## config.mk

```make
export PLATFORM = sky130hd
export DESIGN_NAME = pco2_dp
export DESIGN_NICKNAME = d
export VERILOG_FILES = /design/src/sv/pco2_pkg.sv /design/src/sv/pco2_dp.sv
export SDC_FILE = /design/constraint.sdc
export NUM_CORES = 2
export LEC_CHECK = 0
export ABC_CLOCK_PERIOD_IN_PS = 22200
export BUFFER_PORTS_ARGS = -buffer_cell sky130_fd_sc_hd__buf_2
export CORE_MARGIN = 5
export CORE_UTILIZATION = 48
export CTS_CLUSTER_DIAMETER = 150
export DETAILED_ROUTE_END_ITERATION = 8
export PLACE_DENSITY = 0.67
export SLEW_MARGIN = 10
export SYNTH_ARGS = -nofsm -noshare
export SYNTH_HDL_FRONTEND = slang
export SYNTH_SLANG_ARGS = --single-unit
```

## constraint.sdc

```tcl
create_clock -name clock -period 22.2 [get_ports clock]
set_input_delay 4.44 -clock clock [delete_from_list [all_inputs] [get_ports clock]]
set_output_delay 4.44 -clock clock [all_outputs]
set_load 0.01 [all_outputs]
```

## src/sv/pco2_pkg.sv

```systemverilog
// ----------------------------------------------------------------------------
// pco2_pkg
// Shared types and constants for the CO2 PWM averager: payload structs,
// register indexes, controller states and the controller/datapath bundles.
// ----------------------------------------------------------------------------
package pco2_pkg;

   localparam int unsigned MAX_SAMPLES_DEF = 64;

   localparam int unsigned TS_W     = 32;
   localparam int unsigned HT_W     = 16;
   localparam int unsigned PPM_W    = 16;
   localparam int unsigned CNT_W    = 7;
   localparam int unsigned FS_W     = 14;
   localparam int unsigned OFF_W    = 15;
   localparam int unsigned OUT_W    = 18;
   localparam int unsigned CSR_AW   = 2;
   localparam int unsigned CSR_DW   = 16;
   localparam int unsigned PROD_W   = HT_W + FS_W;
   localparam int unsigned DIV_W    = 26;
   localparam int unsigned DVS_W    = 10;
   localparam int unsigned DCNT_W   = 5;
   localparam int unsigned RECIP_W  = 27;
   localparam int unsigned RECIP_SHIFT = 36;

   localparam logic [HT_W-1:0]    MIN_HIGH_MS  = HT_W'(2);
   // 2^36 / 1000 rounded up. The product shifted right by 36 is the exact
   // quotient by 1000 for every dividend below 2^26.
   localparam logic [RECIP_W-1:0] PPM_RECIP    = RECIP_W'(68719477);
   localparam logic [PROD_W:0]    ROUND_BIAS   = (PROD_W + 1)'(500);
   // Rounded products at or above this convert to more than 65535 ppm.
   localparam logic [PROD_W:0]    SAT_LIMIT    = (PROD_W + 1)'(65536000);
   localparam logic [PPM_W-1:0]   PPM_SAT      = '1;

   localparam logic [FS_W-1:0]    FULL_SCALE_RST  = FS_W'(5000);
   localparam logic [PPM_W-1:0]   MAX_VALID_RST   = PPM_W'(5000);
   localparam logic [CNT_W-1:0]   SAMPLES_RST     = CNT_W'(10);
   localparam logic [OFF_W-1:0]   OFFSET_RST      = '0;

   localparam logic OP_EDGE   = 1'b0;
   localparam logic OP_SAMPLE = 1'b1;

   typedef enum logic [CSR_AW-1:0] {
      CSR_FULL_SCALE = 2'd0,
      CSR_MAX_VALID  = 2'd1,
      CSR_SAMPLES    = 2'd2,
      CSR_OFFSET     = 2'd3
   } csr_idx_type;

   typedef enum logic [2:0] {
      ST_IDLE,
      ST_MUL,
      ST_RND,
      ST_SCALE,
      ST_ACC,
      ST_ALOAD,
      ST_ADIV,
      ST_OUT
   } state_type;

   typedef struct packed {
      logic            op;
      logic            pwm_level;
      logic [TS_W-1:0] timestamp_ms;
   } req_type;

   typedef struct packed {
      logic signed [OUT_W-1:0] co2_ppm;
      logic [CNT_W-1:0]        accepted_samples;
   } rsp_type;

   typedef struct packed {
      logic edge_en;
      logic mul_en;
      logic rnd_load;
      logic scale_en;
      logic div_step;
      logic acc_en;
      logic adiv_load;
      logic out_load;
   } cmd_type;

   typedef struct packed {
      logic div_last;
      logic reading_done;
      logic out_free;
   } status_type;

endpackage

```

## src/sv/pco2_dp.sv

```systemverilog
// ----------------------------------------------------------------------------
// pco2_dp
// Datapath: configuration registers, PWM edge capture, ppm conversion by
// reciprocal multiplication, the sample accumulator, a restoring divider for
// the average and the result register.
// ----------------------------------------------------------------------------
module pco2_dp #(
   parameter int unsigned MAX_SAMPLES = pco2_pkg::MAX_SAMPLES_DEF
) (
   input  logic                              clock,
   input  logic                              reset,
   input  logic                              csr_we,
   input  logic [pco2_pkg::CSR_AW-1:0]       csr_index,
   input  logic [pco2_pkg::CSR_DW-1:0]       csr_wdata,
   input  pco2_pkg::req_type                 req_data,
   input  logic                              rsp_stall,
   output logic                              rsp_valid,
   output pco2_pkg::rsp_type                 rsp_data,
   input  pco2_pkg::cmd_type                 cmd,
   output pco2_pkg::status_type              status
);

   localparam int unsigned CNT_W   = pco2_pkg::CNT_W;
   localparam int unsigned PPM_W   = pco2_pkg::PPM_W;
   localparam int unsigned DIV_W   = pco2_pkg::DIV_W;
   localparam int unsigned DVS_W   = pco2_pkg::DVS_W;
   localparam int unsigned PROD_W  = pco2_pkg::PROD_W;
   localparam int unsigned OUT_W   = pco2_pkg::OUT_W;
   localparam int unsigned MUL_W   = DIV_W + pco2_pkg::RECIP_W;
   // The sample count register is 7 bits wide, so it never exceeds 127.
   localparam int unsigned CNT_MAX = (MAX_SAMPLES < 127) ? MAX_SAMPLES : 127;
   localparam int unsigned SUM_W   = PPM_W + $clog2(CNT_MAX);
   localparam logic [CNT_W-1:0] CNT_MAX_V = CNT_W'(CNT_MAX);

   // Configuration registers
   logic [pco2_pkg::FS_W-1:0]  full_scale_ff;
   logic [PPM_W-1:0]           max_valid_ff;
   logic [CNT_W-1:0]           samples_ff;
   logic [pco2_pkg::OFF_W-1:0] offset_ff;

   // Measurement state
   logic [pco2_pkg::TS_W-1:0]  rise_time_ff;
   logic [pco2_pkg::HT_W-1:0]  last_high_ff;
   logic [SUM_W-1:0]           sum_ff;
   logic [CNT_W-1:0]           valid_cnt_ff;
   logic [CNT_W-1:0]           taken_ff;

   // Conversion and divider
   logic [PROD_W-1:0]          prod_ff;
   logic [PROD_W-1:0]          prod_in;
   logic                       sat_ff;
   logic                       zero_ff;
   logic [DIV_W-1:0]           quo_ff;
   logic [DVS_W-1:0]           rem_ff;
   logic [DVS_W-1:0]           dvs_ff;
   logic [pco2_pkg::DCNT_W-1:0] dcnt_ff;

   logic                       rsp_valid_ff;
   pco2_pkg::rsp_type          rsp_data_ff;

   logic [pco2_pkg::HT_W-1:0]  t_adj;
   logic [PROD_W:0]            round_v;
   logic [MUL_W-1:0]           scaled;
   logic [DVS_W:0]             shifted;
   logic                       ge;
   logic [DVS_W:0]             diff;
   logic [PPM_W-1:0]           ppm;
   logic [CNT_W-1:0]           target;
   logic [CNT_W:0]             taken_next;
   logic [PPM_W-1:0]           avg;
   logic [OUT_W-1:0]           sum_out;

   always_comb begin
      t_adj   = (last_high_ff < pco2_pkg::MIN_HIGH_MS) ? '0
                                                       : last_high_ff - pco2_pkg::MIN_HIGH_MS;
      prod_in = PROD_W'(t_adj) * PROD_W'(full_scale_ff);
      round_v = {1'b0, prod_ff} + pco2_pkg::ROUND_BIAS;
      scaled  = MUL_W'(quo_ff) * MUL_W'(pco2_pkg::PPM_RECIP);
      shifted = {rem_ff, quo_ff[DIV_W-1]};
      ge      = (shifted >= {1'b0, dvs_ff});
      diff    = shifted - {1'b0, dvs_ff};
      ppm     = sat_ff ? pco2_pkg::PPM_SAT : quo_ff[PPM_W-1:0];
      if (samples_ff == '0) begin
         target = CNT_W'(1);
      end else if (samples_ff > CNT_MAX_V) begin
         target = CNT_MAX_V;
      end else begin
         target = samples_ff;
      end
      taken_next = {1'b0, taken_ff} + (CNT_W + 1)'(1);
      avg        = zero_ff ? '0 : quo_ff[PPM_W-1:0];
      sum_out    = OUT_W'(avg) + OUT_W'(signed'(offset_ff));
   end

   always_ff @(posedge clock) begin
      if (reset) begin
         full_scale_ff <= pco2_pkg::FULL_SCALE_RST;
         max_valid_ff  <= pco2_pkg::MAX_VALID_RST;
         samples_ff    <= pco2_pkg::SAMPLES_RST;
         offset_ff     <= pco2_pkg::OFFSET_RST;
      end else if (csr_we) begin
         unique case (pco2_pkg::csr_idx_type'(csr_index))
            pco2_pkg::CSR_FULL_SCALE: full_scale_ff <= csr_wdata[pco2_pkg::FS_W-1:0];
            pco2_pkg::CSR_MAX_VALID:  max_valid_ff  <= csr_wdata[PPM_W-1:0];
            pco2_pkg::CSR_SAMPLES:    samples_ff    <= csr_wdata[CNT_W-1:0];
            pco2_pkg::CSR_OFFSET:     offset_ff     <= csr_wdata[pco2_pkg::OFF_W-1:0];
            default: begin
            end
         endcase
      end
   end

   always_ff @(posedge clock) begin
      if (reset) begin
         rise_time_ff <= '0;
         last_high_ff <= '0;
      end else if (cmd.edge_en) begin
         if (req_data.pwm_level) begin
            rise_time_ff <= req_data.timestamp_ms;
         end else begin
            last_high_ff <= pco2_pkg::HT_W'(req_data.timestamp_ms - rise_time_ff);
         end
      end
   end

   always_ff @(posedge clock) begin
      if (reset) begin
         sum_ff       <= '0;
         valid_cnt_ff <= '0;
         taken_ff     <= '0;
      end else if (cmd.acc_en) begin
         if (ppm < max_valid_ff) begin
            sum_ff       <= sum_ff + SUM_W'(ppm);
            valid_cnt_ff <= valid_cnt_ff + CNT_W'(1);
         end
         taken_ff <= taken_next[CNT_W-1:0];
      end else if (cmd.out_load) begin
         sum_ff       <= '0;
         valid_cnt_ff <= '0;
         taken_ff     <= '0;
      end
   end

   // The rounded product is divided by 1000 through the reciprocal in one
   // step. The restoring divider, one quotient bit per cycle, forms the
   // final sum / count average.
   always_ff @(posedge clock) begin
      if (cmd.mul_en) begin
         prod_ff <= prod_in;
      end
      if (cmd.rnd_load) begin
         quo_ff  <= round_v[DIV_W-1:0];
         sat_ff  <= (round_v >= pco2_pkg::SAT_LIMIT);
      end else if (cmd.scale_en) begin
         quo_ff  <= DIV_W'(scaled[pco2_pkg::RECIP_SHIFT +: PPM_W]);
      end else if (cmd.adiv_load) begin
         quo_ff  <= DIV_W'(sum_ff);
         rem_ff  <= '0;
         dvs_ff  <= DVS_W'(valid_cnt_ff);
         dcnt_ff <= pco2_pkg::DCNT_W'(DIV_W);
         zero_ff <= (valid_cnt_ff == '0);
      end else if (cmd.div_step) begin
         rem_ff  <= ge ? diff[DVS_W-1:0] : shifted[DVS_W-1:0];
         quo_ff  <= {quo_ff[DIV_W-2:0], ge};
         dcnt_ff <= dcnt_ff - pco2_pkg::DCNT_W'(1);
      end
   end

   always_ff @(posedge clock) begin
      if (reset) begin
         rsp_valid_ff <= 1'b0;
      end else if (cmd.out_load) begin
         rsp_valid_ff <= 1'b1;
      end else if (!rsp_stall) begin
         rsp_valid_ff <= 1'b0;
      end
   end

   always_ff @(posedge clock) begin
      if (cmd.out_load) begin
         rsp_data_ff.co2_ppm          <= signed'(sum_out);
         rsp_data_ff.accepted_samples <= valid_cnt_ff;
      end
   end

   assign status.div_last     = (dcnt_ff == pco2_pkg::DCNT_W'(1));
   assign status.reading_done = (taken_next >= {1'b0, target});
   assign status.out_free     = !rsp_valid_ff || !rsp_stall;
   assign rsp_valid           = rsp_valid_ff;
   assign rsp_data            = rsp_data_ff;

endmodule
```

==> run metrics <==
residual DRC count 0; Worst-Margin Slew 1180 ps; H-tree Lvls 1; Worst setup EP type primary output; gr busiest metal met2; CTS Sinks 226; vias in the first global route 22.9k; clock root buffer clkbuf_16; Synth Flop Type dfxtp_1; compound-gate portion of the synthesized area 9.38%; number of library cell types mapped by synthesis 76; routability cong. 0.912; status complete, no violations; synth warn 0; Die ar. 67500 um^2; clk slew on worst S/H paths 60 ps; # Post-CTS Setup Buffers 0; largest family of logic cells by synthesized area adder cells; I/O Buffers 75; vias 22.3k; Setup Crit Path Kind in2out; Critical Path Most Common Cell buf_2; FILL cells 5809; vias per cell 5.31; Sum Neg Setup Slack 0 ps; GRT Total Usage 21.7%; total nets after synthesis 4192; Starting Density 48.5%; Critical Path Fanout Max 2; GRT met3 Usage 2.33%; dominant cell type by area after synthesis fa_1; TritonRoute pass-1 iters 7; Post-Syn Area 30000 um^2; Multi-input gate area 21600 um^2; Post-synth EDFFs 105; Synth Area in Simple Gates 14.7%; CP max-delay cell buf_2; CP Cell Sequence buf_2 -> nand2_1 -> buf_2; Layout area overhead 7.25%; Slew Viols, Final 0; commonest cells in the synthesized netlist inv_1, ha_1, nand2_1; CTS tree built; Final Critical Period 9150 ps; # nets final 4235; CP required 17760 ps; first-pass GRT wire length 119000 um; most common cell in the netlist inv_1; FF+latch count, synth 226; mux cell area share after synthesis 0.643%; Post-Layout Inst Area 32100 um^2; CP peak stage delay 120 ps; routing usage on met1 29.3%; Adder-Cell Fraction of Synth Area 44.1%; Mapped Cells 3301; average cell area after synthesis 9.08 um^2; CTS resizes 0; CTS buffer count 26; Final HPWL DP 58400 um; antenna-violating nets left 0; post-synthesis sequential area ratio 18.6%; layout cell share with drive strength beyond 1 5.47%; Worst-Skew Late Latency 550 ps; Fin. Hold Viols 0; Final Setup Violations 0; Ports 93; Post-Synth XOR/XNOR Area 3.39%; largest net degree at the start of global routing 85; slew margin rel. 21.0%; maximum clock path buffer count 3; Hold Crit Class reg2reg; register area 5580 um^2; WL/cell 17.2 um; M2 GR Usage 37.7%; die width 260 um; skew final 21.9 ps; row count 91; WP data arrival 4710 ps; CORE AREA 61800 um^2; synth top area cells fa_1, ha_1, edfxtp_1, inv_1, dfxtp_1; Overflow after GRT 0; DRT iter0 DRCs 1243; Synth top area share 25.4%; Routed WL 72400 um; critical path launch point type input pin; Final Cycle Share 41.2%; placement-stage cell area 31300 um^2; initial antenna violation count 0; f_max 0.109 GHz; Hold-fix buffers, CTS 0; RSZ-0062 raised after global routing no; Die Y 260 um; Maximum Capacitance Violations 0; FFs w/ async S/R, synth 0%
[layer usage]
layer	share of wire (%)	vias up	wire length, um
met4	2.6	0	1910
met2	49	413	35400
li1	-	10800	-
met1	44	11000	32000
met5	0	-	0
met3	4.2	104	3050
[kinds of logic after synthesis]
kind of cell,count (synthesis)
mux,19
simple gates,933
xor+xnor,116
flops,226
fa+ha+maj,827
compound gates,447
buf+inv,733
[worst paths after layout]
check | startpoint | to | slack (ps) | cells after the start
max | rsp_stall | status[0] | 13050 | 3
min | rise_time_ff[3]$_SDFFE_PP0P_ | rise_time_ff[3]$_SDFFE_PP0P_ | 460 | 2
max reg2reg | last_high_ff[3]$_SDFFE_PP0P_ | prod_ff[29]$_DFFE_PP_ | 13360 | 25
min reg2reg | rise_time_ff[3]$_SDFFE_PP0P_ | rise_time_ff[3]$_SDFFE_PP0P_ | 460 | 2
[worst max-delay path: cells and delay by family]
family	cells	cell delay, ps
and+or+nand+nor	1	50
buffers and inverters	2	220
[metrics by stage]
stage                     hold WS, ps  cells  utilization [%]  setup WS [ps]
after floorplan                   431   3301                -          13230
after global placement            442   4153             50.6          13050
after detailed placement          447   4153             50.6          13040
after CTS                         456   4201             52.0          13040
after global routing              475   4201             52.0          12910
final                             455   4203             52.0          13050
[final cells by class]
cell class	instances	area share [%]
Multi-Input combinational cell	2342	67.3
Inverter	646	7.54
Sequential cell	226	17.3
Clock inverter	19	0.568
Timing Repair Buffer	102	1.81
Clock buffer	29	2.13
Antenna cell	2	0.0156
Tap cell	837	3.26
[cell usage in the layout, fill, tap and decap left out, types with 17 or more instances in the layout]
cell         n
a211oi_1    18
a21o_1      42
a21oi_1    179
and2_1      97
and3_1      37
buf_2       74
buf_4       28
clkbuf_16   27
dfxtp_1    121
edfxtp_1   105
fa_1       381
ha_1       446
inv_1      646
mux2i_1     17
nand2_1    383
nand3_1     67
nor2_1     156
nor2b_1     21
nor3_1      52
o211ai_1    17
o21ai_0     69
or2_2       22
or3_1       18
xnor2_1     85
xor2_1      31
[sequential cells by signal, summed over array words and instances, names as in the netlist, 15 cells and up]
name / cells
prod_ff: 30
sum_ff: 22
last_high_ff: 16
quo_ff: 26
offset_ff: 15
rsp_data: 25
max_valid_ff: 16
rise_time_ff: 16
Power is left out: the tool's default activity adds up to more than one toggle a clock period on the data nets, which glitch-free logic cannot reach.
