--- src/sv/pco2_pkg.sv ---
// ----------------------------------------------------------------------------
// pco2_pkg
// Shared types and constants for the CO2 PWM averager: payload structs,
// register indexes, controller states and the controller/datapath bundles.
// ----------------------------------------------------------------------------
package pco2_pkg;

   localparam int unsigned MAX_SAMPLES_DEF = 64;

   localparam int unsigned TS_W     = 32;
   localparam int unsigned HT_W     = 16;
   localparam int unsigned PPM_W    = 16;
   localparam int unsigned CNT_W    = 7;
   localparam int unsigned FS_W     = 14;
   localparam int unsigned OFF_W    = 15;
   localparam int unsigned OUT_W    = 18;
   localparam int unsigned CSR_AW   = 2;
   localparam int unsigned CSR_DW   = 16;
   localparam int unsigned PROD_W   = HT_W + FS_W;
   localparam int unsigned DIV_W    = 26;
   localparam int unsigned DVS_W    = 10;
   localparam int unsigned DCNT_W   = 5;
   localparam int unsigned RECIP_W  = 27;
   localparam int unsigned RECIP_SHIFT = 36;

   localparam logic [HT_W-1:0]    MIN_HIGH_MS  = HT_W'(2);
   // 2^36 / 1000 rounded up. The product shifted right by 36 is the exact
   // quotient by 1000 for every dividend below 2^26.
   localparam logic [RECIP_W-1:0] PPM_RECIP    = RECIP_W'(68719477);
   localparam logic [PROD_W:0]    ROUND_BIAS   = (PROD_W + 1)'(500);
   // Rounded products at or above this convert to more than 65535 ppm.
   localparam logic [PROD_W:0]    SAT_LIMIT    = (PROD_W + 1)'(65536000);
   localparam logic [PPM_W-1:0]   PPM_SAT      = '1;

   localparam logic [FS_W-1:0]    FULL_SCALE_RST  = FS_W'(5000);
   localparam logic [PPM_W-1:0]   MAX_VALID_RST   = PPM_W'(5000);
   localparam logic [CNT_W-1:0]   SAMPLES_RST     = CNT_W'(10);
   localparam logic [OFF_W-1:0]   OFFSET_RST      = '0;

   localparam logic OP_EDGE   = 1'b0;
   localparam logic OP_SAMPLE = 1'b1;

   typedef enum logic [CSR_AW-1:0] {
      CSR_FULL_SCALE = 2'd0,
      CSR_MAX_VALID  = 2'd1,
      CSR_SAMPLES    = 2'd2,
      CSR_OFFSET     = 2'd3
   } csr_idx_type;

   typedef enum logic [2:0] {
      ST_IDLE,
      ST_MUL,
      ST_RND,
      ST_SCALE,
      ST_ACC,
      ST_ALOAD,
      ST_ADIV,
      ST_OUT
   } state_type;

   typedef struct packed {
      logic            op;
      logic            pwm_level;
      logic [TS_W-1:0] timestamp_ms;
   } req_type;

   typedef struct packed {
      logic signed [OUT_W-1:0] co2_ppm;
      logic [CNT_W-1:0]        accepted_samples;
   } rsp_type;

   typedef struct packed {
      logic edge_en;
      logic mul_en;
      logic rnd_load;
      logic scale_en;
      logic div_step;
      logic acc_en;
      logic adiv_load;
      logic out_load;
   } cmd_type;

   typedef struct packed {
      logic div_last;
      logic reading_done;
      logic out_free;
   } status_type;

endpackage

--- src/sv/pco2_ctrl.sv ---
// ----------------------------------------------------------------------------
// pco2_ctrl
// Sequencer for the averager: accepts one request at a time, captures edges
// and steps samples through multiply, round, scale, accumulate and output.
// ----------------------------------------------------------------------------
module pco2_ctrl (
   input  logic                  clock,
   input  logic                  reset,
   input  logic                  req_valid,
   input  logic                  req_op,
   output logic                  req_stall,
   input  pco2_pkg::status_type  status,
   output pco2_pkg::cmd_type     cmd
);

   pco2_pkg::state_type state_ff;
   pco2_pkg::state_type state_in;

   always_ff @(posedge clock) begin
      if (reset) begin
         state_ff <= pco2_pkg::ST_IDLE;
      end else begin
         state_ff <= state_in;
      end
   end

   always_comb begin
      state_in  = state_ff;
      cmd       = '0;
      req_stall = 1'b1;
      unique case (state_ff)
         pco2_pkg::ST_IDLE: begin
            req_stall = 1'b0;
            if (req_valid) begin
               if (req_op == pco2_pkg::OP_SAMPLE) begin
                  state_in = pco2_pkg::ST_MUL;
               end else begin
                  cmd.edge_en = 1'b1;
               end
            end
         end
         pco2_pkg::ST_MUL: begin
            cmd.mul_en = 1'b1;
            state_in   = pco2_pkg::ST_RND;
         end
         pco2_pkg::ST_RND: begin
            cmd.rnd_load = 1'b1;
            state_in     = pco2_pkg::ST_SCALE;
         end
         pco2_pkg::ST_SCALE: begin
            cmd.scale_en = 1'b1;
            state_in     = pco2_pkg::ST_ACC;
         end
         pco2_pkg::ST_ACC: begin
            cmd.acc_en = 1'b1;
            state_in   = status.reading_done ? pco2_pkg::ST_ALOAD : pco2_pkg::ST_IDLE;
         end
         pco2_pkg::ST_ALOAD: begin
            cmd.adiv_load = 1'b1;
            state_in      = pco2_pkg::ST_ADIV;
         end
         pco2_pkg::ST_ADIV: begin
            cmd.div_step = 1'b1;
            if (status.div_last) begin
               state_in = pco2_pkg::ST_OUT;
            end
         end
         pco2_pkg::ST_OUT: begin
            // Hold the finished reading until the result register is free.
            if (status.out_free) begin
               cmd.out_load = 1'b1;
               state_in     = pco2_pkg::ST_IDLE;
            end
         end
         default: begin
            state_in = pco2_pkg::ST_IDLE;
         end
      endcase
   end

endmodule

--- config.mk ---
export PLATFORM = sky130hd
export DESIGN_NAME = pco2_ctrl
export DESIGN_NICKNAME = d
export VERILOG_FILES = /design/src/sv/pco2_pkg.sv /design/src/sv/pco2_ctrl.sv
export SDC_FILE = /design/constraint.sdc
export NUM_CORES = 1
export LEC_CHECK = 0
export BUFFER_PORTS_ARGS = -buffer_cell sky130_fd_sc_hd__clkbuf_2
export CELL_PAD_IN_SITES_DETAIL_PLACEMENT = 0
export CELL_PAD_IN_SITES_GLOBAL_PLACEMENT = 2
export CORE_AREA = 2 2 39 41
export CTS_BUF_LIST = sky130_fd_sc_hd__clkbuf_4
export DETAILED_ROUTE_END_ITERATION = 7
export DIE_AREA = 0 0 41 43
export GPL_TIMING_DRIVEN = 0
export PLACE_DENSITY = 0.78
export SYNTH_ARGS = -nofsm -noshare
export SYNTH_HDL_FRONTEND = slang
export SYNTH_SLANG_ARGS = --single-unit
--- constraint.sdc ---
create_clock -name clock -period 1.32 [get_ports clock]
set_input_delay 0.264 -clock clock [delete_from_list [all_inputs] [get_ports clock]]
set_output_delay 0.264 -clock clock [all_outputs]
set_load 0.02 [all_outputs]
==> metrics.md, run 1 <==
| Metric | Value |
|---|---|
| Status | complete, but fails checks |
| Post-Synthesis Cell Area | roughly 230 um^2 |
| Die footprint | between 1500 and 2000 um^2 |
| Yosys cell types | 16 |
| Design area | 569 um^2 |
| Fin crit share | 115% |
| Total internal power | 402 uW |
| Post-synth top area share | 26.2% |
| Total gr overflow | 0 |
| Final Skew | a little under 4 ps |
| Post-synth ARST share | 0% |
| # IOs | 16 |
| Initial drt markers | 4 |
| Initial Utilization | between 10% and 20% |
| R2r endpoint | state_ff[0]$_SDFFE_PP0P_ |
| Final max-slew violation count | 0 |
| Slew HR | between 70% and 80% |
| Top Registers | state_ff (3) |
| Placed cell count | 62 |
| Vias in the first global route | 301 |
| Reg2reg setup slack | 50 ps |
| Setup TNS | -966 ps |
| DRT Pass-1 Iters | 4 |
| FILL cells | 140 |
| Pin count of the biggest net entering global routing | 11 |
| PortBufs | 15 |
| Crit path max fanout | 3 |
| Worst hold endpoint | state_ff[0]$_SDFFE_PP0P_ |
| Clk network pwr share | 32.4% |
| EDFF count, synth | 0 |
| Clk root buf | clkbuf_4 |
| Primary FF master, synth | dfxtp_1 |
| Syn avg cell area | 7.39 um^2 |
| DIE HEIGHT | 43 um |
| Top reg by flops | state_ff |
| Crit path arrival time | 1260 ps |
| # DRC | 0 |
| Layout Nets | 68 |
| Mapped Cells | 31 |
| Die outline width | 41 um |
| Pre-CTS setup slack | -156 ps |
| Worst R2R Path Depth | 5 |
| Worst slew pin tran | 423 ps |
| Max-Cap Viols | 0 |
| Hold path cells | 2 |
| CTS tree | done |
| Area delta synth->final | 149% |
| Drt wl/cell | approximately 11 um |
| Layout cells sized above 1 | 73.3% |
| Final Hold Fails | 0 |
| Register area | approximately 66 um^2 |
| Placed Area | 344 um^2 |
| Clock Sinks | 3 |
| Switching share of total power | 31.4% |
| Synth area leaders | dfxtp_1 26%, nor3b_1 16%, and3b_1 7.7% |
| CTS max path bufs | 2 |
| HP Start | reset |
| R2R Path Start | state_ff[0]$_SDFFE_PP0P_ |
| Cell with the most instances after synthesis | nor3b_1 |
| H-tree level count | 1 |
| Post-route ant nets | 0 |
| Floorplan row count | 14 |
| Core area | 1380 um^2 |
| CTS Buf Count | 3 |
| Drt total wl | 853 um |
| Clock Latency Late Sink | 240 ps |
| WP data required | 1060 ps |
| Ant diodes | 0 |
| Setup WS post-layout | -204 ps |
| Final setup fails | 9 |
| Fmax | approximately 660 MHz |
| Ys Warns | 0 |
| Multi-input gate area in the final layout | between 150 and 200 um^2 |
| Clock slew at reported path FFs | 40 ps |
| First-pass GRT wire length | 1230 um |
| Flop pwr share | 19.1% |
| Mapped Nets | 38 |
| Top cells by instance count after synthesis | 5 x nor3b_1, 3 x a21oi_1, 3 x clkbuf_1, 3 x dfxtp_1, 3 x nor2_1 |
| Combinational power share | 48.5% |
| CP Capture Type | primary output |
| Max reg flops | 3 |
| Gr usage total | 10.7% |
| CP Launch Type | register |
| Non-Filler Instances | 76 |
| CP Class | register to primary output |
| Via Count | 356 |
| Seq cells post-synth | 3 |
| Sw Pwr | roughly 180 uW |
| RePlAce Congestion | 0.699 |
| RSZ-0062 raised after global routing | true |
| Post-synth top area cell | dfxtp_1 |
| Worst vdd ir | between 0.0003 and 0.0004 V |
| Min-delay worst type | primary input to register |
| Vias per inst | 4.68 |
| Sequential share of the synthesized area | 26.2% |
| PD cells | 1030 nW/um^2 |
| Hold Slack | 215 ps |
| Initial antenna violation count | 0 |
| Tmin final | 1520 ps |
| Violated checks | negative setup slack |
| HPWL after DPL | 478 um |
| Leakage | 0.000275 uW |
-- cell families (layout without fill, tap and decap cells) --
| group | count (synthesis) | in the layout | synth area share (%) |
|---|---|---|---|
| and+or+nand+nor | 18 | 18 | 47.6 |
| AOI/OAI and AO/OA | 5 | 5 | 15.3 |
| buffers and inverters | 4 | 33 | 6.56 |
| DFF | 3 | 3 | 26.2 |
| muxes | 1 | 1 | 4.37 |
-- what timing repair did --
item                                    in CTS  in global routing
gates cloned                                 0                  1
setup buffers                                7                  2
hold buffers                                 0                  0
endpoints found under the setup margin       9                 10
gates resized for setup                     27                 12
pin swaps                                    2                  4
-- layout by cell type (no fill, tap or decap), types with 3 or more instances in the layout --
cell / count
buf_4: 12
buf_8: 3
clkbuf_2: 6
clkbuf_4: 4
clkbuf_8: 3
nor3b_2: 4
-- layer usage --
metal | up-vias | part of all wire, % | global-route usage, %
li1 | 174 | - | -
met1 | 168 | 38 | 12.5
met2 | 12 | 55 | 15.6
met3 | 2 | 4.0 | 1.57
met4 | 0 | 2.5 | 10.0
met5 | - | 0 | 0
-- power by group through the flow --
stage               logic [uW]  clock network (uW)  registers, uW
floorplan                  108                   0            112
global placement           151                   0            115
detailed placement         150                   0            115
CTS                        254                 197            111
global route               306                 203            114
finish                     284                 190            112
-- final cells by class --
cell class / instances / area share [%]
buffer: 3 / 7.69
clock buffer: 4 / 5.27
inverter: 1 / 0.659
multi-input combinational: 24 / 33.4
sequential: 3 / 11.6
tap: 16 / 3.52
timing repair buffer: 25 / 37.8
-- through the flow --
step / util (%) / power, uW
finish: 41.1 / 586
global route: 41.1 / 623
CTS: 37.3 / 562
detailed placement: 24.9 / 265
global placement: 24.9 / 266
floorplan: - / 219
-- worst max-delay path: stages, from the launching register on --
cell	delay, ps
dfxtp_4	340
or3_4	370
nor3b_2	150
buf_4	160
-- worst max-delay path by stage --
stage / startpoint / end / slack [ps] / cells past startpoint
2_1_floorplan: state_ff[2]$_SDFFE_PP0P_ / cmd[7] / -130 / 2
3_3_place_gp: state_ff[1]$_SDFFE_PP0P_ / cmd[0] / -180 / 4
3_5_place_dp: state_ff[1]$_SDFFE_PP0P_ / cmd[0] / -160 / 4
4_1_cts: state_ff[0]$_SDFFE_PP0P_ / cmd[7] / -230 / 3
5_1_grt: state_ff[0]$_SDFFE_PP0P_ / cmd[7] / -260 / 3
6_report: state_ff[0]$_SDFFE_PP0P_ / cmd[7] / -200 / 3
No activity file was read; power rests on OpenSTA's default activity.
==> inputs of run 2 (changes only) <==
--- a/config.mk
+++ b/config.mk
@@ -13,7 +13,7 @@
 export DETAILED_ROUTE_END_ITERATION = 7
 export DIE_AREA = 0 0 41 43
 export GPL_TIMING_DRIVEN = 0
-export PLACE_DENSITY = 0.78
+export PLACE_DENSITY_LB_ADDON = 0.08
 export SYNTH_ARGS = -nofsm -noshare
 export SYNTH_HDL_FRONTEND = slang
 export SYNTH_SLANG_ARGS = --single-unit
==> metrics.md, run 2 (same netlist as run 1, synthesis figures left out) <==
| Metric | Value |
|---|---|
| CTS max path bufs | 2 (unchanged) |
| Placed Area | 344 um^2 (unchanged) |
| Most common library cell in the layout ignoring fill and taps | buf_4 |
| Layout Nets | 66 (-2.9%) |
| Worst vdd ir | 0.000305 V (-1.7%) |
| Slew HR | 82.1% (+11 points) |
| Max-Cap Viols | 0 (unchanged) |
| Setup WS post-layout | -195 ps (+8.28 ps) |
| Core area | 1380 um^2 (unchanged) |
| Setup TNS | -776 ps (+190 ps) |
| Drt total wl | 797 um (-6.6%) |
| # DRC | 0 (unchanged) |
| Status | complete, but fails checks |
| PD cells | 1000 nW/um^2 (-2.7%) |
| CP Capture Type | primary output |
| Die outline width | 41 um (unchanged) |
| CP endpoint | cmd[7] |
| GR Util met2 | 15.0% (-0.63 points) |
| Clk root buf | clkbuf_4 |
| Reg2reg setup slack | 60 ps (about the same) |
| Floorplan row count | 14 (unchanged) |
| Initial drt markers | 1 (-3) |
| Routing usage on met3 | 1.57% (unchanged) |
| Clock Sinks | 3 (unchanged) |
| DRT Pass-1 Iters | 2 (-2) |
| Crit path launch | state_ff[0]$_SDFFE_PP0P_ |
| Top reg by flops | state_ff |
| H-tree level count | 1 (unchanged) |
| Vias per inst | 4.45 (-5.1%) |
| Die footprint | 1760 um^2 (unchanged) |
| Crit path max fanout | 2 (-1) |
| CP Class | register to primary output |
| Post-route ant nets | 0 (unchanged) |
| CTS tree | done |
| First-pass GRT wire length | 1120 um (-9.0%) |
| Hold Buf Count CTS | 0 (unchanged) |
| Ant diodes | 0 (unchanged) |
| Via Count | 329 (-7.6%) |
| WP data required | 1060 ps (about the same) |
| Non-Filler Instances | 74 (-2.6%) |
| Tmin final | 1520 ps (-8.28 ps) |
| Top Registers | state_ff (3) |
| Leakage | 0.000260 uW (-5.5%) |
| Pin count of the biggest net entering global routing | 11 (unchanged) |
| Crit path arrival time | 1250 ps (about the same) |
| Initial Utilization | 16.5% (unchanged) |
| Violated checks | negative setup slack |
| Clock slew at reported path FFs | 40 ps (about the same) |
| Gr usage total | 9.62% (-1.1 points) |
| HPWL after DPL | 548 um (+15%) |
| Max reg flops | 3 (unchanged) |
| Final max-slew violation count | 0 (unchanged) |
| Fmax | 660 MHz (+0.55%) |
| CP Launch Type | register |
| Final setup fails | 8 (-1) |
| Total gr overflow | 0 (unchanged) |
| Final Hold Fails | 0 (unchanged) |
| Placed cell count | 62 (unchanged) |
| Worst slew pin tran | 268 ps (-155 ps) |
| Area delta synth->final | 139% |
| Initial antenna violation count | 0 (unchanged) |
| Commonest cells after routing, fill and taps aside | 11 x buf_4, 6 x clkbuf_2, 5 x clkbuf_4 |
| Final Skew | 4.25 ps (+0.318 ps) |
| Pre-CTS setup slack | -180 ps (-24.1 ps) |
| Fin crit share | 115% (-0.63 points) |
| Min-delay worst type | primary input to register |
| Layout cells sized above 1 | 72.4% (-0.92 points) |
| R2r endpoint | state_ff[0]$_SDFFE_PP0P_ |
| # IOs | 16 (unchanged) |
| Most used routing layer | met2 |
| DIE HEIGHT | 43 um (unchanged) |
| RSZ-0062 raised after global routing | true |
| FILL cells | 154 (+10%) |
| Vias in the first global route | 300 (-0.33%) |
| PortBufs | 15 (unchanged) |
| Design area | 547 um^2 (-4.0%) |
| GR Util met1 | 11.5% (-1.0 points) |
| CTS Buf Count | 3 (unchanged) |
| Worst R2R Path Depth | 5 (unchanged) |
| Drt wl/cell | 10.8 um (-4.0%) |
| Clock Latency Late Sink | 230 ps (about the same) |
| RePlAce Congestion | 0.690 (-1.3%) |
| R2R Path Start | state_ff[0]$_SDFFE_PP0P_ |
[run 2: worst min path at each step]
| stage | from | endpoint | slack, ps | cells past startpoint |
|---|---|---|---|---|
| 2_1_floorplan | reset | state_ff[0]$_SDFFE_PP0P_ | 330 | 1 |
| 3_3_place_gp | reset | state_ff[0]$_SDFFE_PP0P_ | 460 | 2 |
| 3_5_place_dp | reset | state_ff[0]$_SDFFE_PP0P_ | 470 | 2 |
| 4_1_cts | reset | state_ff[0]$_SDFFE_PP0P_ | 210 | 2 |
| 5_1_grt | reset | state_ff[0]$_SDFFE_PP0P_ | 220 | 2 |
| 6_report | reset | state_ff[0]$_SDFFE_PP0P_ | 220 | 2 |
[run 2: layout make-up]
class	instances	area [um^2]	share of cell area, %
plain buffers	3	45.0	8.24
well taps	16	20.0	3.66
flip-flops and latches	3	68.8	12.6
multi-input cells	24	198	36.2
inverters	1	3.75	0.686
clock buffers	4	30.0	5.49
repair buffers	23	181	33.2
[run 2: through the flow]
| stage | hold WS [ps] | power, uW | utilization, % |
|---|---|---|---|
| floorplan | 333 | 219 | - |
| global placement | 461 | 266 | 24.9 |
| detailed placement | 470 | 268 | 24.9 |
| CTS | 213 | 533 | 36.3 |
| global route | 221 | 578 | 39.5 |
| finish | 224 | 547 | 39.5 |
[run 2: per-layer routing]
layer / routed length (um) / vias up
li1: - / 168
met3: 42 / 0
met1: 319 / 151
met5: 0 / -
met2: 435 / 10
met4: 0 / 0
[run 2: worst max-delay path: stages, from the launching register on]
cell,delay (ps)
dfxtp_4,340
or3_4,370
nor3b_2,160
buf_4,160
[run 2: where the power goes]
part           total (uW)  switching, uW  internal, uW
logic                 248            110           138
registers             117           12.8           104
clock network         182           48.2           134
[run 2: what timing repair did]
| item | 4_1_cts | 5_1_grt |
|---|---|---|
| endpoints found under the setup margin | 9 | 10 |
| gates resized for setup | 27 | 17 |
| pin swaps | 3 | 4 |
| setup buffers | 6 | 2 |
==> inputs of run 3 (changes only) <==
--- a/config.mk
+++ b/config.mk
@@ -13,6 +13,7 @@
 export DETAILED_ROUTE_END_ITERATION = 7
 export DIE_AREA = 0 0 41 43
 export GPL_TIMING_DRIVEN = 0
+export MAX_ROUTING_LAYER = met4
 export PLACE_DENSITY_LB_ADDON = 0.08
 export SYNTH_ARGS = -nofsm -noshare
 export SYNTH_HDL_FRONTEND = slang
==> constraint.sdc (replaced) <==
create_clock -name clock -period 1.8 [get_ports clock]
set_input_delay 0.36 -clock clock [delete_from_list [all_inputs] [get_ports clock]]
set_output_delay 0.36 -clock clock [all_outputs]
set_load 0.02 [all_outputs]
==> metrics.md, run 3 (same netlist as run 1, synthesis figures left out) <==
| Metric | Value |
|---|---|
| # DRC | 0 (unchanged) |
| Slew HR | 74.4% (-7.7 points) |
| Hold path cells | 2 (unchanged) |
| Hold Slack | 320 ps (+95.5 ps) |
| RSZ-0062 raised after global routing | false |
| Setup TNS | 0 ps (+776 ps) |
| Die outline width | 41 um (unchanged) |
| Initial drt markers | 2 (+1) |
| Clk root buf | clkbuf_4 |
| Clock Sinks | 3 (unchanged) |
| Placed cell count | 62 (unchanged) |
| Vias per inst | 4.36 (-1.9%) |
| Gr usage total | 8.74% (-0.88 points) |
| RePlAce Congestion | 0.696 (+0.88%) |
| Fmax | just under 600 MHz |
| Pin count of the biggest net entering global routing | 11 (unchanged) |
| Tmin final | 1700 ps |
| Most common library cell in the layout ignoring fill and taps | clkbuf_2 |
| Worst hold endpoint | state_ff[0]$_SDFFE_PP0P_ |
| Final max-slew violation count | 0 (unchanged) |
| Post-route ant nets | 0 (unchanged) |
| Max-Cap Viols | 0 (unchanged) |
| Clock slew at reported path FFs | 40 ps (about the same) |
| Worst R2R Path Depth | 3 (-2) |
| Non-Filler Instances | 66 (-11%) |
| Top Registers | state_ff (3) |
| FILL cells | 168 (+9.1%) |
| HP Start | reset |
| Core area | 1380 um^2 (unchanged) |
| Initial Utilization | 16.5% (unchanged) |
| CTS Buf Count | 3 (unchanged) |
| Final Skew | 3.83 ps (-0.425 ps) |
| Initial antenna violation count | 0 (unchanged) |
| Crit path arrival time | 1340 ps (+90 ps) |
| Final setup fails | 0 (-8) |
| R2R Path Start | state_ff[0]$_SDFFE_PP0P_ |
| DRT Pass-1 Iters | 3 (+1) |
| CP Launch Type | register |
| CP Class | register to primary output |
| Worst vdd ir | 0.000253 V (-17%) |
| Die footprint | 1760 um^2 (unchanged) |
| CP Capture Type | primary output |
| First-pass GRT wire length | 1010 um (-9.2%) |
| Top reg by flops | state_ff |
| Via Count | 288 (-12%) |
| CTS max path bufs | 2 (unchanged) |
| Layout cells sized above 1 | 44.0% (-28 points) |
| Commonest cells after routing, fill and taps aside | 17 x clkbuf_2, 5 x nor3b_1, 4 x clkbuf_4 |
| Max reg flops | 3 (unchanged) |
| Total gr overflow | 0 (unchanged) |
| Design area | 358 um^2 (-35%) |
| Status | finished, final reports clean |
| Worst slew pin tran | 375 ps (+106 ps) |
| DIE HEIGHT | 43 um (unchanged) |
| R2r endpoint | state_ff[0]$_SDFFE_PP0P_ |
| Drt wl/cell | 10.0 um (-7.0%) |
| Drt total wl | 661 um (-17%) |
| Leakage | 0.000182 uW (-30%) |
| Crit path max fanout | 5 (+3) |
| Fin crit share | 94.6% |
| Floorplan row count | 14 (unchanged) |
| Ant diodes | 0 (unchanged) |
| PD cells | 895 nW/um^2 (-11%) |
| # IOs | 16 (unchanged) |
| Vias in the first global route | 249 (-17%) |
| PortBufs | 15 (unchanged) |
| Area delta synth->final | 56.3% |
| WP data required | 1440 ps (+380 ps) |
| H-tree level count | 1 (unchanged) |
| Clock Latency Late Sink | 230 ps (about the same) |
| Final Hold Fails | 0 (unchanged) |
| Layout Nets | 58 (-12%) |
| Min-delay worst type | primary input to register |
| Reg2reg setup slack | 690 ps (+630 ps) |
| CTS tree | done |
| Placed Area | 324 um^2 (-5.8%) |
## run 3: how the worst max path moves through the flow
stage | depth (start not counted) | from | end
2_1_floorplan | 2 | state_ff[2]$_SDFFE_PP0P_ | cmd[7]
3_3_place_gp | 4 | state_ff[1]$_SDFFE_PP0P_ | cmd[0]
3_5_place_dp | 4 | state_ff[1]$_SDFFE_PP0P_ | cmd[0]
4_1_cts | 3 | state_ff[2]$_SDFFE_PP0P_ | cmd[2]
5_1_grt | 3 | state_ff[0]$_SDFFE_PP0P_ | cmd[7]
6_report | 3 | state_ff[0]$_SDFFE_PP0P_ | cmd[7]
## run 3: cell type report
class	count	area, um^2	area share, %
multi-input cells	24	154	43.0
inverters	1	3.75	1.05
well taps	16	20.0	5.59
repair buffers	15	75.1	21.0
plain buffers	3	15.0	4.20
flip-flops and latches	3	60.1	16.8
clock buffers	4	30.0	8.39
## run 3: repair_timing
| action | in CTS | in global routing |
|---|---|---|
| cloned | 0 | 0 |
| setup endpoints to repair | 1 | 4 |
| buffers inserted | 0 | 0 |
| hold buffers | 0 | 0 |
| gates resized for setup | 1 | 5 |
## run 3: report_power, final
part / internal, uW / switching, uW / total, uW / leakage (uW)
combinational: 42.9 / 61.8 / 105 / 0.000139
sequential: 74.5 / 9.76 / 84.2 / 0.0000246
clock: 98.0 / 33.3 / 131 / 0.0000184
## run 3: metal layers
metal  GRT usage, %  vias to the layer above  routed length, um  part of all wire, %
met5              -                        -                  0                    0
met4           4.00                        0                  0                    0
met3           3.14                        0                 52                  7.9
met2           12.2                       12                313                   47
met1           10.9                      125                294                   44
li1               -                      151                  -                    -
## run 3: critical path, stage by stage (launching register included)
cell     delay (ps)
dfxtp_1         350
or3_1           380
nor3b_1         190
buf_2           190
## run 3: through the flow
step	worst slack (ps)	utilization [%]	total power, uW
2_1_floorplan	68.8	-	154
4_1_cts	36.9	25.7	325
3_5_place_dp	234	23.4	189
6_report	98.0	25.9	320
5_1_grt	16.4	25.9	344
3_3_place_gp	268	23.4	188
